===== config.mk =====
export PLATFORM = sky130hd
export DESIGN_NAME = spi_master_bit_engine
export DESIGN_NICKNAME = d
export VERILOG_FILES = /design/src/spimbe_pkg.sv /design/src/spimbe_csr.sv /design/src/spimbe_core.sv /design/src/spimbe_out_buf.sv /design/src/spi_master_bit_engine.sv
export SDC_FILE = /design/constraint.sdc
export NUM_CORES = 1
export LEC_CHECK = 0
export BUFFER_PORTS_ARGS = -buffer_cell sky130_fd_sc_hd__buf_2
export CAP_MARGIN = 0
export CORE_MARGIN = 5
export CORE_UTILIZATION = 55
export DETAILED_ROUTE_END_ITERATION = 8
export GPL_ROUTABILITY_DRIVEN = 0
export GPL_TIMING_DRIVEN = 0
export PLACE_DENSITY = 0.91
export SYNTH_ARGS = -nofsm -noshare
export SYNTH_HDL_FRONTEND = slang
export SYNTH_HIERARCHICAL = 1
export SYNTH_SLANG_ARGS = --single-unit

===== constraint.sdc =====
create_clock -name clock -period 4.4 [get_ports clock]
set_input_delay 0.88 -clock clock [delete_from_list [all_inputs] [get_ports clock]]
set_output_delay 0.88 -clock clock [all_outputs]
set_load 0.01 [all_outputs]

===== src/spimbe_pkg.sv =====
// ----------------------------------------------------------------------------
// spimbe_pkg
// Shared types and codes for the SPI master bit engine.
// ----------------------------------------------------------------------------
`default_nettype none

package spimbe_pkg;

   typedef enum logic [2:0] {
      KIND_TICK     = 3'd0,
      KIND_START    = 3'd1,
      KIND_SELECT   = 3'd2,
      KIND_DESELECT = 3'd3,
      KIND_SET_BRK  = 3'd4,
      KIND_CLR_BRK  = 3'd5
   } kind_type;

   typedef enum logic [1:0] {
      ST_OK        = 2'd0,
      ST_DISABLED  = 2'd1,
      ST_BUSY      = 2'd2,
      ST_NO_BREAK  = 2'd3
   } status_type;

   // register indexes (word address)
   localparam logic [1:0] REG_ENABLE   = 2'd0;
   localparam logic [1:0] REG_SPI_MODE = 2'd1;
   localparam logic [1:0] REG_SS_POL   = 2'd2;
   localparam logic [1:0] REG_HALF_PER = 2'd3;

   localparam int unsigned CSR_ADDR_BITS = 4;
   localparam int unsigned CSR_DATA_BITS = 32;

   // fields of one input item
   typedef struct packed {
      kind_type    kind;
      logic [7:0]  tx_data;
      logic [3:0]  bit_count;
      logic        last_frame;
      logic        end_hold;
      logic        end_sck_level;
      logic        mosi_level;
      logic        sck_level;
      logic        miso;
   } req_type;

   // fields of one result item
   typedef struct packed {
      status_type  status;
      logic        busy_res;
      logic        frame_done;
      logic [7:0]  rx_data;
      logic        ss_pin;
      logic        mosi_pin;
      logic        sck_pin;
   } rsp_type;

   // static config plus enable transition events, csr -> core
   typedef struct packed {
      logic        enable;
      logic [1:0]  spi_mode;
      logic        ss_active_high;
      logic        enable_rise;
      logic        enable_fall;
   } cfg_type;

endpackage

`default_nettype wire


===== src/spimbe_csr.sv =====
// ----------------------------------------------------------------------------
// spimbe_csr
// APB register file: enable, spi_mode, ss polarity, half period.
// ----------------------------------------------------------------------------
`default_nettype none

module spimbe_csr
   import spimbe_pkg::*;
#(
   parameter int unsigned HALF_PERIOD_BITS = 12
) (
   input  wire logic                        clock,
   input  wire logic                        reset,
   input  wire logic                        csr_psel,
   input  wire logic                        csr_penable,
   input  wire logic                        csr_pwrite,
   input  wire logic [CSR_ADDR_BITS-1:0]    csr_paddr,
   input  wire logic [CSR_DATA_BITS-1:0]    csr_pwdata,
   output logic      [CSR_DATA_BITS-1:0]    csr_prdata,
   output logic                             csr_pready,
   output cfg_type                          cfg,
   output logic      [HALF_PERIOD_BITS-1:0] half_period
);

   localparam int unsigned HP_RESET = 16 % (1 << HALF_PERIOD_BITS);

   logic                        enable_ff, enable_in;
   logic [1:0]                  spi_mode_ff, spi_mode_in;
   logic                        ss_pol_ff, ss_pol_in;
   logic [HALF_PERIOD_BITS-1:0] half_per_ff, half_per_in;
   logic                        wr;
   logic [1:0]                  idx;

   assign csr_pready = 1'b1;
   assign wr  = csr_psel & csr_penable & csr_pwrite;
   assign idx = csr_paddr[3:2];

   always_comb begin
      enable_in   = enable_ff;
      spi_mode_in = spi_mode_ff;
      ss_pol_in   = ss_pol_ff;
      half_per_in = half_per_ff;
      if (wr) begin
         unique case (idx)
            REG_ENABLE:   enable_in   = csr_pwdata[0];
            REG_SPI_MODE: spi_mode_in = csr_pwdata[1:0];
            REG_SS_POL:   ss_pol_in   = csr_pwdata[0];
            REG_HALF_PER: half_per_in = csr_pwdata[HALF_PERIOD_BITS-1:0];
            default:      ;
         endcase
      end
   end

   always_ff @(posedge clock) begin
      if (reset) begin
         enable_ff   <= 1'b0;
         spi_mode_ff <= 2'd0;
         ss_pol_ff   <= 1'b0;
         half_per_ff <= HALF_PERIOD_BITS'(HP_RESET);
      end else begin
         enable_ff   <= enable_in;
         spi_mode_ff <= spi_mode_in;
         ss_pol_ff   <= ss_pol_in;
         half_per_ff <= half_per_in;
      end
   end

   always_comb begin
      unique case (idx)
         REG_ENABLE:   csr_prdata = {{(CSR_DATA_BITS-1){1'b0}}, enable_ff};
         REG_SPI_MODE: csr_prdata = {{(CSR_DATA_BITS-2){1'b0}}, spi_mode_ff};
         REG_SS_POL:   csr_prdata = {{(CSR_DATA_BITS-1){1'b0}}, ss_pol_ff};
         REG_HALF_PER: csr_prdata = {{(CSR_DATA_BITS-HALF_PERIOD_BITS){1'b0}}, half_per_ff};
         default:      csr_prdata = '0;
      endcase
   end

   assign cfg.enable         = enable_ff;
   assign cfg.spi_mode       = spi_mode_ff;
   assign cfg.ss_active_high = ss_pol_ff;
   assign cfg.enable_rise    = enable_in & ~enable_ff;
   assign cfg.enable_fall    = ~enable_in & enable_ff;
   assign half_period        = half_per_ff;

endmodule

`default_nettype wire


===== src/spimbe_core.sv =====
// ----------------------------------------------------------------------------
// spimbe_core
// Bit engine state and combinational item processing into a result.
// ----------------------------------------------------------------------------
`default_nettype none

module spimbe_core
   import spimbe_pkg::*;
#(
   parameter int unsigned HALF_PERIOD_BITS = 12
) (
   input  wire logic                        clock,
   input  wire logic                        reset,
   input  wire cfg_type                     cfg,
   input  wire logic [HALF_PERIOD_BITS-1:0] half_period,
   input  wire logic                        accept,
   input  wire req_type                     req,
   output rsp_type                          res
);

   logic [7:0]                  shift_ff, shift_in;
   logic [3:0]                  bits_ff, bits_in;
   logic                        second_ff, second_in;
   logic [HALF_PERIOD_BITS-1:0] tick_ff, tick_in;
   logic                        running_ff, running_in;
   logic                        break_ff, break_in;
   logic                        sck_ff, sck_in;
   logic                        mosi_ff, mosi_in;
   logic                        ss_ff, ss_in;
   logic                        hold_ff, hold_in;
   logic                        final_ff, final_in;

   logic                        cpol, cpha;
   logic [HALF_PERIOD_BITS-1:0] tick_inc, hp_eff;
   logic                        half_end;
   logic [3:0]                  bits_dec;
   logic [7:0]                  shift_smp;
   logic [3:0]                  nbits;
   logic [2:0]                  amt;
   logic [7:0]                  shift_start;
   logic [7:0]                  rx;
   logic                        done;
   status_type                  status;

   assign cpol      = cfg.spi_mode[1];
   assign cpha      = cfg.spi_mode[0];
   assign tick_inc  = tick_ff + HALF_PERIOD_BITS'(1);
   assign hp_eff    = (half_period == '0) ? HALF_PERIOD_BITS'(1) : half_period;
   assign half_end  = (tick_inc >= hp_eff) || (tick_inc == '0);
   assign bits_dec  = bits_ff - 4'd1;
   assign shift_smp = shift_ff | {7'd0, req.miso};

   // frame length: 8 in normal state, clamped bit_count in break
   always_comb begin
      if (!break_ff)                  nbits = 4'd8;
      else if (req.bit_count == 4'd0) nbits = 4'd1;
      else if (req.bit_count > 4'd8)  nbits = 4'd8;
      else                            nbits = req.bit_count;
   end
   assign amt         = 3'(4'd8 - nbits);
   assign shift_start = req.tx_data << amt;

   always_comb begin
      shift_in   = shift_ff;
      bits_in    = bits_ff;
      second_in  = second_ff;
      tick_in    = tick_ff;
      running_in = running_ff;
      break_in   = break_ff;
      sck_in     = sck_ff;
      mosi_in    = mosi_ff;
      ss_in      = ss_ff;
      hold_in    = hold_ff;
      final_in   = final_ff;
      rx         = 8'd0;
      done       = 1'b0;
      status     = ST_OK;

      if (cfg.enable_rise) begin
         ss_in    = ~cfg.ss_active_high;
         mosi_in  = 1'b1;
         sck_in   = cpol;
         break_in = 1'b0;
      end else if (cfg.enable_fall) begin
         running_in = 1'b0;
         break_in   = 1'b0;
         bits_in    = 4'd0;
         second_in  = 1'b0;
         tick_in    = '0;
      end else if (accept) begin
         if (req.kind == KIND_TICK) begin
            if (running_ff) begin
               tick_in = tick_inc;
               if (half_end) begin
                  tick_in = '0;
                  if (!second_ff) begin
                     if (!cpha) begin
                        shift_in = shift_smp;
                     end else begin
                        mosi_in  = shift_ff[7];
                        shift_in = {shift_ff[6:0], 1'b0};
                     end
                     // held last edge goes to the requested level
                     sck_in    = ((hold_ff && bits_ff == 4'd1) ? final_ff : 1'b0) ^ cpol;
                     second_in = 1'b1;
                  end else begin
                     second_in = 1'b0;
                     bits_in   = bits_dec;
                     shift_in  = cpha ? shift_smp : shift_ff;
                     if (bits_dec == 4'd0) begin
                        running_in = 1'b0;
                        done       = 1'b1;
                        rx         = cpha ? shift_smp : shift_ff;
                     end else begin
                        if (!cpha) begin
                           mosi_in  = shift_in[7];
                           shift_in = {shift_in[6:0], 1'b0};
                        end
                        sck_in = ~cpol;
                     end
                  end
               end
            end
         end else if (req.kind == KIND_START || req.kind == KIND_SELECT ||
                      req.kind == KIND_DESELECT || req.kind == KIND_SET_BRK ||
                      req.kind == KIND_CLR_BRK) begin
            if (!cfg.enable) begin
               status = ST_DISABLED;
            end else if (running_ff) begin
               status = ST_BUSY;
            end else if (req.kind == KIND_CLR_BRK && !break_ff) begin
               status = ST_NO_BREAK;
            end else begin
               unique case (req.kind)
                  KIND_START: begin
                     bits_in    = nbits;
                     hold_in    = break_ff & req.last_frame & req.end_hold;
                     final_in   = req.end_sck_level;
                     running_in = 1'b1;
                     second_in  = 1'b0;
                     tick_in    = '0;
                     if (!cpha) begin
                        mosi_in  = shift_start[7];
                        shift_in = {shift_start[6:0], 1'b0};
                     end else begin
                        shift_in = shift_start;
                     end
                     sck_in = ~cpol;
                  end
                  KIND_SELECT:   ss_in = cfg.ss_active_high;
                  KIND_DESELECT: ss_in = ~cfg.ss_active_high;
                  KIND_SET_BRK: begin
                     mosi_in  = req.mosi_level;
                     sck_in   = req.sck_level;
                     break_in = 1'b1;
                     rx       = {7'd0, req.miso};
                  end
                  KIND_CLR_BRK: begin
                     mosi_in  = 1'b1;
                     sck_in   = cpol;
                     break_in = 1'b0;
                  end
                  default: ;
               endcase
            end
         end
      end
   end

   always_ff @(posedge clock) begin
      if (reset) begin
         shift_ff   <= 8'd0;
         bits_ff    <= 4'd0;
         second_ff  <= 1'b0;
         tick_ff    <= '0;
         running_ff <= 1'b0;
         break_ff   <= 1'b0;
         sck_ff     <= 1'b0;
         mosi_ff    <= 1'b1;
         ss_ff      <= 1'b1;
         hold_ff    <= 1'b0;
         final_ff   <= 1'b0;
      end else begin
         shift_ff   <= shift_in;
         bits_ff    <= bits_in;
         second_ff  <= second_in;
         tick_ff    <= tick_in;
         running_ff <= running_in;
         break_ff   <= break_in;
         sck_ff     <= sck_in;
         mosi_ff    <= mosi_in;
         ss_ff      <= ss_in;
         hold_ff    <= hold_in;
         final_ff   <= final_in;
      end
   end

   assign res.status     = status;
   assign res.busy_res   = running_in;
   assign res.frame_done = done;
   assign res.rx_data    = rx;
   assign res.ss_pin     = ss_in;
   assign res.mosi_pin   = mosi_in;
   assign res.sck_pin    = sck_in;

   a_run_enabled: assert property (@(posedge clock) disable iff (reset)
      running_ff |-> cfg.enable)
      else $error("frame running while disabled");

   a_run_bits: assert property (@(posedge clock) disable iff (reset)
      running_ff |-> (bits_ff != 4'd0))
      else $error("frame running with no bits left");

   a_done_ok: assert property (@(posedge clock) disable iff (reset)
      res.frame_done |-> (res.status == ST_OK && !res.busy_res))
      else $error("frame done with bad status or still busy");

endmodule

`default_nettype wire


===== src/spimbe_out_buf.sv =====
// ----------------------------------------------------------------------------
// spimbe_out_buf
// Result register with skid stage; decouples input accept from rsp stalls.
// ----------------------------------------------------------------------------
`default_nettype none

module spimbe_out_buf
   import spimbe_pkg::*;
(
   input  wire logic    clock,
   input  wire logic    reset,
   input  wire logic    in_valid,
   output logic         in_ready,
   input  wire rsp_type in_data,
   output logic         out_valid,
   input  wire logic    out_ready,
   output rsp_type      out_data
);

   logic    main_v_ff, main_v_in;
   logic    skid_v_ff, skid_v_in;
   rsp_type main_ff, main_in;
   rsp_type skid_ff, skid_in;
   logic    take, push;

   assign in_ready = ~skid_v_ff;
   assign take     = main_v_ff & out_ready;
   assign push     = in_valid & ~skid_v_ff;

   always_comb begin
      main_v_in = main_v_ff;
      skid_v_in = skid_v_ff;
      main_in   = main_ff;
      skid_in   = skid_ff;
      if (skid_v_ff) begin
         if (take) begin
            main_in   = skid_ff;
            skid_v_in = 1'b0;
         end
      end else if (push) begin
         if (!main_v_ff || take) begin
            main_in   = in_data;
            main_v_in = 1'b1;
         end else begin
            skid_in   = in_data;
            skid_v_in = 1'b1;
         end
      end else if (take) begin
         main_v_in = 1'b0;
      end
   end

   always_ff @(posedge clock) begin
      if (reset) begin
         main_v_ff <= 1'b0;
         skid_v_ff <= 1'b0;
      end else begin
         main_v_ff <= main_v_in;
         skid_v_ff <= skid_v_in;
      end
      main_ff <= main_in;
      skid_ff <= skid_in;
   end

   assign out_valid = main_v_ff;
   assign out_data  = main_ff;

   a_skid_behind_main: assert property (@(posedge clock) disable iff (reset)
      skid_v_ff |-> main_v_ff)
      else $error("skid holds an item while result register is empty");

endmodule

`default_nettype wire


===== src/spi_master_bit_engine.sv =====
// ----------------------------------------------------------------------------
// spi_master_bit_engine
// SPI master bit engine with CPOL/CPHA modes and a direct-pin break state.
// ----------------------------------------------------------------------------
// Usage:
//   req_* carries commands: tick, start frame, select, deselect, set break
//   levels, clear break (kind on tuser, last_frame on tlast). Every item
//   gives exactly one rsp_* item with pin levels, rx byte, frame_done,
//   busy and a status code. Bit timing is driven by tick items: each SCK
//   half period lasts half_period ticks (a half_period of 0 acts as 1).
//   Results go through the result register. Throughput: one item per cycle
//   while the receiver keeps up; all state updates in a single combinational
//   pass between the state registers and the result register.
//   If the receiver stalls, one more item is taken into a skid stage, then
//   req_tready drops until the result register drains.
//   Reset: block disabled, SCK 0, MOSI 1, SS 1, half_period 16, mode 0.
//   Registers (APB, byte address 4*i): enable, spi_mode, ss_active_high,
//   half_period. Write them only while the engine is idle.
// ----------------------------------------------------------------------------
`default_nettype none

module spi_master_bit_engine
   import spimbe_pkg::*;
#(
   parameter int unsigned HALF_PERIOD_BITS = 12
) (
   input  wire logic                     clock,
   input  wire logic                     reset,
   // tdata: tx_data[7:0], bit_count[11:8], end_hold[12], end_sck_level[13],
   //        mosi_level[14], sck_level[15], miso[16], zero pad [23:17]
   input  wire logic [23:0]              req_tdata,
   // tuser: kind[2:0]
   input  wire logic [2:0]               req_tuser,
   input  wire logic                     req_tlast,
   input  wire logic                     req_tvalid,
   output logic                          req_tready,
   // tdata: sck_pin[0], mosi_pin[1], ss_pin[2], rx_data[10:3],
   //        frame_done[11], busy_res[12], status[14:13], zero pad [15]
   output logic [15:0]                   rsp_tdata,
   output logic                          rsp_tvalid,
   input  wire logic                     rsp_tready,
   input  wire logic                     csr_psel,
   input  wire logic                     csr_penable,
   input  wire logic                     csr_pwrite,
   input  wire logic [CSR_ADDR_BITS-1:0] csr_paddr,
   input  wire logic [CSR_DATA_BITS-1:0] csr_pwdata,
   output logic      [CSR_DATA_BITS-1:0] csr_prdata,
   output logic                          csr_pready
);

   cfg_type                     cfg;
   logic [HALF_PERIOD_BITS-1:0] half_period;
   req_type                     req;
   rsp_type                     res;
   rsp_type                     rsp;
   logic                        accept;

   assign req.kind          = kind_type'(req_tuser);
   assign req.tx_data       = req_tdata[7:0];
   assign req.bit_count     = req_tdata[11:8];
   assign req.last_frame    = req_tlast;
   assign req.end_hold      = req_tdata[12];
   assign req.end_sck_level = req_tdata[13];
   assign req.mosi_level    = req_tdata[14];
   assign req.sck_level     = req_tdata[15];
   assign req.miso          = req_tdata[16];

   assign accept = req_tvalid & req_tready;

   spimbe_csr #(
      .HALF_PERIOD_BITS(HALF_PERIOD_BITS)
   ) u_csr (
      .clock       (clock),
      .reset       (reset),
      .csr_psel    (csr_psel),
      .csr_penable (csr_penable),
      .csr_pwrite  (csr_pwrite),
      .csr_paddr   (csr_paddr),
      .csr_pwdata  (csr_pwdata),
      .csr_prdata  (csr_prdata),
      .csr_pready  (csr_pready),
      .cfg         (cfg),
      .half_period (half_period)
   );

   spimbe_core #(
      .HALF_PERIOD_BITS(HALF_PERIOD_BITS)
   ) u_core (
      .clock       (clock),
      .reset       (reset),
      .cfg         (cfg),
      .half_period (half_period),
      .accept      (accept),
      .req         (req),
      .res         (res)
   );

   spimbe_out_buf u_out_buf (
      .clock     (clock),
      .reset     (reset),
      .in_valid  (req_tvalid),
      .in_ready  (req_tready),
      .in_data   (res),
      .out_valid (rsp_tvalid),
      .out_ready (rsp_tready),
      .out_data  (rsp)
   );

   assign rsp_tdata = {1'b0, rsp};

endmodule

`default_nettype wire


==> qor.csv <==
metric,value,unit
Antenna diodes,0,
DRC,0,
Crit-path slowest cell,or4_1,
# Max-Cap Violations,0,
crit end category,flip-flop,
first-pass GRT wire length,22440,microns
pwr dens,239.4,mW/mm^2
depth of the CTS H-tree,3,
most frequent cells in the layout,"buf_2, dfxtp_1, a21oi_1",
met1 usage,0.2548,
Worst Reg-to-Reg Cells,14,
worst slew pin tran,1.272,ns
Final setup viols,0,
Layout Utilization,0.6460,
CP max FO,7,
Synth Warn #,6,
CTS buffer count,9,
"most common cell after layout, fill and taps aside",buf_2,
Die Wd,110.6,microns
fin crit share,0.9552,
status,finished clean,
Worst Hold Class,flip-flop to flip-flop,
Pre-Repair DR Iteration Count,5,
Synth async-reset ratio,0,
R2R setup slack,0.20,ns
fillers,788,
std cell rows,36,
largest net degree at the start of global routing,17,
final instance area,0.006344,sq mm
Pleak,2.580,nW
RSZ-0062 raised after global routing,false,
Synth Area in XOR/XNOR,0.02024,
routed length per instance,16.10,microns
slew margin rel.,0.1517,
largest family of logic cells by synthesized area,simple AND/OR/NAND/NOR gates,
vias in the first global route,4901,
"Hold-fix buffers, CTS",0,
I/O Pins,122,
"CTS clk-pin slew, worst paths",0.09,ns
met2 Use GR,0.3649,
CTS Root Cell,clkbuf_8,
PostCTS Resize Cnt,0,
initial antenna violation count,0,
Iter 0 DRT Violations,364,
busiest metal layer after global routing,met2,
starting density of the core,0.5666,
synthesis-to-layout area growth,14.01,%
post-synth cell types,79,
critical path class,flip-flop to flip-flop,
Compound-Gate Fraction of Synth Area,0.1810,
WL final,13520,microns
Total GRT Usage,0.2144,
Synth Area in Adders,0.04048,
fin crit period,4.203,ns
Post-synth EDFFs,30,
WHS Path Cells,2,
Mapped Area,0.005564,sq mm
via/cell ratio,6.039,
HP Start,u_core/bits_ff[1],
reg-to-reg startpoint,u_core/tick_ff[0],
die area,0.01223,sq mm
post-synthesis mux area share,0.1084,
"Cell Chain, Critical Path","ha_1, and4_4, nand4_1, and2_1, or2_2, ha_1, or4_1, a211oi_2, a22o_2, a21oi_1, a221oi_1, o21bai_1, buf_4, mux2_4",
Max IR drop VDD,140.6,uV
port buffer count,69,
register bit total from synthesis,80,
crit start category,flip-flop,
clk sinks,80,
largest area contributor in the netlist,dfxtp_1,
Placed Instance Area,0.006147,sq mm
DP HPWL,10330,microns
"most used cell, CP",ha_1,
Yosys top cell area share,0.1799,
hold endpoint,u_core/bits_ff[1],
WP data arrival,4.34,ns
FMAX,0.2379,GHz
grt ovf,0,
global routing usage on met3,0.04759,
reg2reg end,u_out_buf/out_data[1],
CTS tree,done,
Worst-Skew Late Latency,0.38,ns
post-synthesis simple-gate area fraction,0.2161,
share of the yosys chip area belonging to registers,0.3418,
Die Y,110.6,microns
post-route setup slack,0.1971,ns
Main synth FF type,dfxtp_1,
clock buffer depth,2,
vias,5073,
core area,0.009819,sq mm
post-CTS setup buffer count,0,
Final nets,791,
Mapped Cells,603,
fin. max-slew vios,0,
"Largest stage delay, worst path",0.55,ns
Fin. Hold Viols,0,
CP required,4.54,ns
Final ANT Viol Nets,0,
Clock Skews,0.01076,ns
Mean Syn Cell Area,9.227,sq um
layout cells sized above 1,0.2560,
largest cells by area after synthesis,"dfxtp_1, edfxtp_1, mux2i_1, ha_1, buf_4",
"worst slack, placed",-0.1801,ns
==> logic make-up after synthesis <==
| family | after synthesis |
|---|---|
| flops | 80 |
| buf+inv | 88 |
| mux | 49 |
| xor+xnor | 12 |
| simple gates | 213 |
| compound gates | 140 |
| other cells | 3 |
| fa+ha+maj | 18 |
==> power by group <==
group	total (W)	internal [W]	switching [W]
sequential	0.000798	0.000789	0.00000877
combinational	0.000195	0.0000865	0.000108
clock	0.000526	0.000219	0.000307
==> through the flow <==
step / TNS (ns) / power, W / hold slack (ns) / cells
finish: 0 / 0.001518 / 0.4792 / 840
global route: 0 / 0.001580 / 0.5248 / 840
CTS: 0 / 0.001521 / 0.4792 / 840
detailed placement: -0.1801 / 0.001006 / 0.4623 / 824
global placement: -0.08723 / 0.0009972 / 0.4414 / 824
floorplan: 0 / 0.0009417 / 0.4325 / 622
==> Yosys cell counts, types with 14 or more instances <==
cell type and n:
a21oi_1 43, and3_1 20, buf_4 29, clkbuf_1 20, dfxtp_1 50, edfxtp_1 30, ha_1 18, inv_1 28
mux2i_1 28, nand2_1 35, nand2b_1 30, nand3_1 19, nor2_1 32, o21ai_0 14
==> registers in the layout (all words and copies together), names as in the netlist, 2 cells and up <==
signal              flops
u_out_buf/skid_ff      15
u_out_buf/out_data     15
u_csr/spi_mode_ff       2
u_core/tick_ff         12
u_core/shift_ff         8
u_core/bits_ff          4
u_csr/half_period      12
==> worst max-delay path by stage <==
stage	startpoint	end	slack [ns]	cells past startpoint
global route	u_core/tick_ff[0]	u_out_buf/out_data[1]	0.02	14
floorplan	req_tdata[9]	u_out_buf/out_data[1]	0.49	13
CTS	u_core/tick_ff[0]	u_out_buf/out_data[1]	0.009	14
global placement	req_tdata[9]	u_out_buf/out_data[1]	-0.09	14
finish	u_core/tick_ff[0]	u_out_buf/out_data[1]	0.20	14
detailed placement	req_tdata[9]	u_out_buf/out_data[1]	-0.18	14
==> per-layer routing <==
layer | vias to the layer above | wire [microns] | part of all wire
li1 | 2358 | - | -
met1 | 2367 | 5367 | 0.40
met4 | 0 | 469 | 0.035
met5 | - | 0 | 0
met2 | 290 | 6616 | 0.49
met3 | 58 | 1069 | 0.079
==> area by class of cell <==
cell class | count | area [sq um] | share of cell area
tap | 133 | 166.4 | 0.02623
sequential | 80 | 1903 | 0.3000
buffer | 58 | 387.9 | 0.06114
clock buffer | 9 | 123.9 | 0.01953
inverter | 30 | 112.6 | 0.01775
clock inverter | 7 | 62.56 | 0.009862
multi-input combinational | 454 | 3242 | 0.5110
timing repair buffer | 69 | 345.3 | 0.05444
==> critical path: cells and delay by family, from the launching register on <==
kind                       cells  cell delay, ns
and+or+nand+nor                5            1.47
AOI/OAI and AO/OA              5            1.15
adders and majority gates      2            0.53
DFF                            1            0.42
muxes                          1            0.26
buffers and inverters          1            0.15
No activity file was read; power rests on OpenSTA's default activity.
